===== config.mk =====
export PLATFORM = sky130hd
export DESIGN_NAME = ptro_dot3
export DESIGN_NICKNAME = d
export VERILOG_FILES = /design/src/hw/rtl/ptro_pkg.sv /design/src/hw/rtl/ptro_dot3.sv
export SDC_FILE = /design/constraint.sdc
export NUM_CORES = 2
export LEC_CHECK = 0
export ABC_AREA = 1
export BUFFER_PORTS_ARGS = -buffer_cell sky130_fd_sc_hd__buf_4
export CORE_ASPECT_RATIO = 1.25
export CORE_MARGIN = 4
export CORE_UTILIZATION = 55
export DETAILED_ROUTE_END_ITERATION = 6
export PLACE_DENSITY = 0.71
export SETUP_SLACK_MARGIN = 0.3
export SLEW_MARGIN = 20
export SYNTH_ARGS = -nofsm -noshare
export SYNTH_HDL_FRONTEND = slang
export SYNTH_SLANG_ARGS = --single-unit

===== constraint.sdc =====
create_clock -name i_clk -period 8.85 [get_ports i_clk]
set_input_delay 0.885 -clock i_clk [delete_from_list [all_inputs] [get_ports i_clk]]
set_output_delay 0.885 -clock i_clk [all_outputs]
set_load 0.1 [all_outputs]

===== src/hw/rtl/ptro_pkg.sv =====
// Shared types and constants for the point-to-rectangle offset block.
package ptro_pkg;

    localparam int unsigned CoordBitsDef = 20;
    localparam int unsigned CfgIdxBits   = 3;
    localparam int unsigned RecipBits    = 32;
    localparam int unsigned TFrac        = 16;
    localparam logic [TFrac:0] TOne      = {1'b1, {TFrac{1'b0}}};

    typedef enum logic [CfgIdxBits-1:0] {
        CFG_ORIGIN  = 3'd0,
        CFG_SIDE_A  = 3'd1,
        CFG_SIDE_B  = 3'd2,
        CFG_NORMAL  = 3'd3,
        CFG_RECIP_A = 3'd4,
        CFG_RECIP_B = 3'd5
    } t_cfg_idx;

    typedef enum logic [1:0] {
        ZONE_BELOW  = 2'd0,
        ZONE_WITHIN = 2'd1,
        ZONE_BEYOND = 2'd2
    } t_zone;

    typedef struct packed {
        logic mul;
        logic sum;
    } t_dot_en;

endpackage


===== src/hw/rtl/ptro_dot3.sv =====
// Two-stage pipelined signed dot product of two 3-vectors.
module ptro_dot3 import ptro_pkg::*; #(
    parameter int unsigned WA = CoordBitsDef + 1,
    parameter int unsigned WB = CoordBitsDef
) (
    input  logic                     i_clk,
    input  t_dot_en                  i_en,
    input  logic signed [WA-1:0]     i_a [3],
    input  logic signed [WB-1:0]     i_b [3],
    output logic signed [WA+WB+1:0]  o_sum
);

    localparam int unsigned PW = WA + WB;

    logic signed [PW-1:0]   r_prod [3];
    logic signed [PW+1:0]   r_sum;

    always_ff @(posedge i_clk) begin
        if (i_en.mul) begin
            for (int i = 0; i < 3; i++) begin
                r_prod[i] <= PW'(i_a[i]) * PW'(i_b[i]);
            end
        end
        if (i_en.sum) begin
            r_sum <= (PW+2)'(r_prod[0]) + (PW+2)'(r_prod[1]) + (PW+2)'(r_prod[2]);
        end
    end

    assign o_sum = r_sum;

endmodule


==> reports/results.ini <==
[status]
status=finished clean

[synth]
yosysMostFrequentCell=inv_1
synth_mux_area_share_pct=0
synth-main-ff-cell=edfxtp_1
yosys.area.top_type_share_pct=45.3
yosys_warnings=0
avgSynthCellArea_um2=7.84
yosys.area_share.simple_pct=17.6
synthCells=7651
synthAdderAreaFrac_pct=52.9
synth_xor_area_share_pct=1.58
synth_largest_area_cell=fa_1
async_reset_ff_share_pct=0
synth_nets=9501
ys_ff_latch=166
syn_area_um2=60000
yosysUniqueCellTypes=40
yosys-top-cells-area=fa_1, inv_1, nand2_1, edfxtp_1, ha_1
ys_seq_area_share_pct=8.31
synth_common_cells=inv_1, nand2_1, fa_1, ha_1, nor2_1
synth_compound_area_share_pct=2.90
synth_edf_count=166
synth_top_family_by_area=adder cells

[clock_tree]
postCtsSetupBuffers=0
root_buffer=clkbuf_16
htree_levels=4
cts_tree=built
cts_made_buffers=17
hold_buffers=0
cts.sinks=166
clk_pin_slew_worst_paths_ps=80
clock_path_buffers=2
worstSkewPairLatency_ps=450
cts-resized-gates=0

[timing]
fmax_ghz=0.141
slew_headroom_pct=39.7
worst_pin_slew_ps=903
slew_viol_final=0
finalSetupViolCount=0
hold_viol_final=0
tns_ps=0
fin_crit_ps=7090
grt_setup_unrepaired=false
post-route-period-util_pct=80.1
skew_ps=16.1

[floorplan]
core_area_um2=108000
pin_count=169
die-area_um2=114000
initial_utilization_pct=55.4
die_w_um=303
die_height_um=377
num_rows=135

[final_layout]
antenna-diode-count=0
drive_above_1_share_pct=3.17
fin_nets=9444
area_growth_pct=4.59
final_area_um2=62700

[routing]
vias=46400
postRouteAntennaNets=0
dr.pass1.iters=6
drc=0
wl_per_cell_um=17.8
wl_mm=161
vias_per_cell=5.13
first_iter_violations=3011

[setup_path]
worstReg2RegStart=r_prod[0][1]$_DFFE_PP_
crit_type=input pin to register
crit_end=r_prod[0][78]$_DFFE_PP_
r2r-end=o_sum[41]$_DFFE_PP_
crit_chain=buf_4, nand2_1, fa_1, fa_1, inv_1, fa_1, inv_1, fa_1, inv_1, fa_1, inv_1, fa_1, fa_1, inv_1, ha_1, nand2_1, nor2_1, nand2_1, nor2_1, nand4_1, nand4_1, nand2_1
cp.arrival_ps=7290
cp_max_fo=21
cp_slowest_stage_delay_ps=670
end_kind=register
critPathSlowestCell=fa_1
worst-r2r-setup-slack_ps=5130
crit_top_cell=fa_1
startpoint_type=input pin
critPathLaunch=i_b[22]
r2r_cells=12
cp.required_ps=9050

[global_routing]
use_met3_pct=2.44
use_met1_pct=35.8
grt_pass1_wl_mm=264
grt_pass1_vias=50700
busiest_layer=met2
antenna_found_initial=1
globalRouteOverflowTotal=0
met2_usage_pct=54.1
grt_max_degree=65
grt_use_total_pct=29.5

[place]
hpwl_mm=139
gp_congestion=0.967
port_buffers=168
postPlaceCellArea_um2=62100

[run]
drv_cap=0

[min_path]
holdCritPathClass=register to register

==> routing by layer <==
layer / vias to the layer above / wire length [um]
met2: 1507 / 85000
met4: 0 / 6970
met3: 405 / 8150
li1: 21400 / -
met5: - / 0
met1: 23100 / 61100
==> sequential cells by signal, summed over array words and instances (netlist names) <==
signal  cells
r_prod    123
o_sum      43
==> placed cells by master (no fill, tap or decap), types with 4 or more instances in the layout <==
cell,count
a21boi_0,6
a21o_1,4
a21oi_1,177
buf_4,170
clkbuf_16,17
clkinv_8,5
edfxtp_1,166
fa_1,1356
ha_1,368
inv_1,2411
inv_6,5
nand2_1,2059
nand2b_1,6
nand3_1,166
nand3_2,5
nand3b_1,8
nand4_1,45
nor2_1,339
nor3_1,16
o21ai_0,80
o21ai_1,4
o21bai_1,33
or2_2,19
xnor2_1,24
xor2_1,84
==> cell families (layout without fill, tap and decap cells) <==
kind of cell	count (synthesis)	count (layout)
simple gates	2679	2679
fa+ha+maj	1724	1724
buf+inv	2657	2613
compound gates	317	317
xor+xnor	108	108
flops	166	166
==> worst min path at each step <==
stage                       startpoint            endpoint  slack [ps]  cells past startpoint
2_1_floorplan  r_prod[0][83]$_DFFE_PP_  o_sum[1]$_DFFE_PP_         680                      2
3_3_place_gp   r_prod[0][83]$_DFFE_PP_  o_sum[1]$_DFFE_PP_         690                      2
3_5_place_dp   r_prod[0][83]$_DFFE_PP_  o_sum[1]$_DFFE_PP_         730                      2
4_1_cts        r_prod[0][83]$_DFFE_PP_  o_sum[1]$_DFFE_PP_         750                      2
5_1_grt        r_prod[0][83]$_DFFE_PP_  o_sum[1]$_DFFE_PP_         790                      2
6_report       r_prod[0][83]$_DFFE_PP_  o_sum[1]$_DFFE_PP_         750                      2
==> through the flow <==
stage                     hold WS [ps]  utilization (%)  setup slack (ps)  cells
final                              745             57.9              1760   9045
after detailed placement           731             57.4              1300   9013
after floorplan                    680                -              2090   7651
after CTS                          751             57.9              1780   9045
after global routing               793             57.9              1500   9045
after global placement             694             57.4              1390   9013
==> final cells by class <==
cell class | instances | area (um2)
Sequential cell | 166 | 4980
Timing Repair Buffer | 170 | 1280
Multi-Input combinational cell | 4828 | 45000
Clock buffer | 17 | 425
Tap cell | 1438 | 1800
Fill cell | 9970 | 45500
Clock inverter | 15 | 178
Inverter | 2411 | 9050
==> worst max-delay path, delay by kind of cell <==
family        cells  cell delay [ps]
fa+ha+maj         8             4290
simple gates      8             1360
buf+inv           6              740
Power is not shown: default switching activity piles up to over one toggle a cycle in this logic, so the estimate is an artifact.
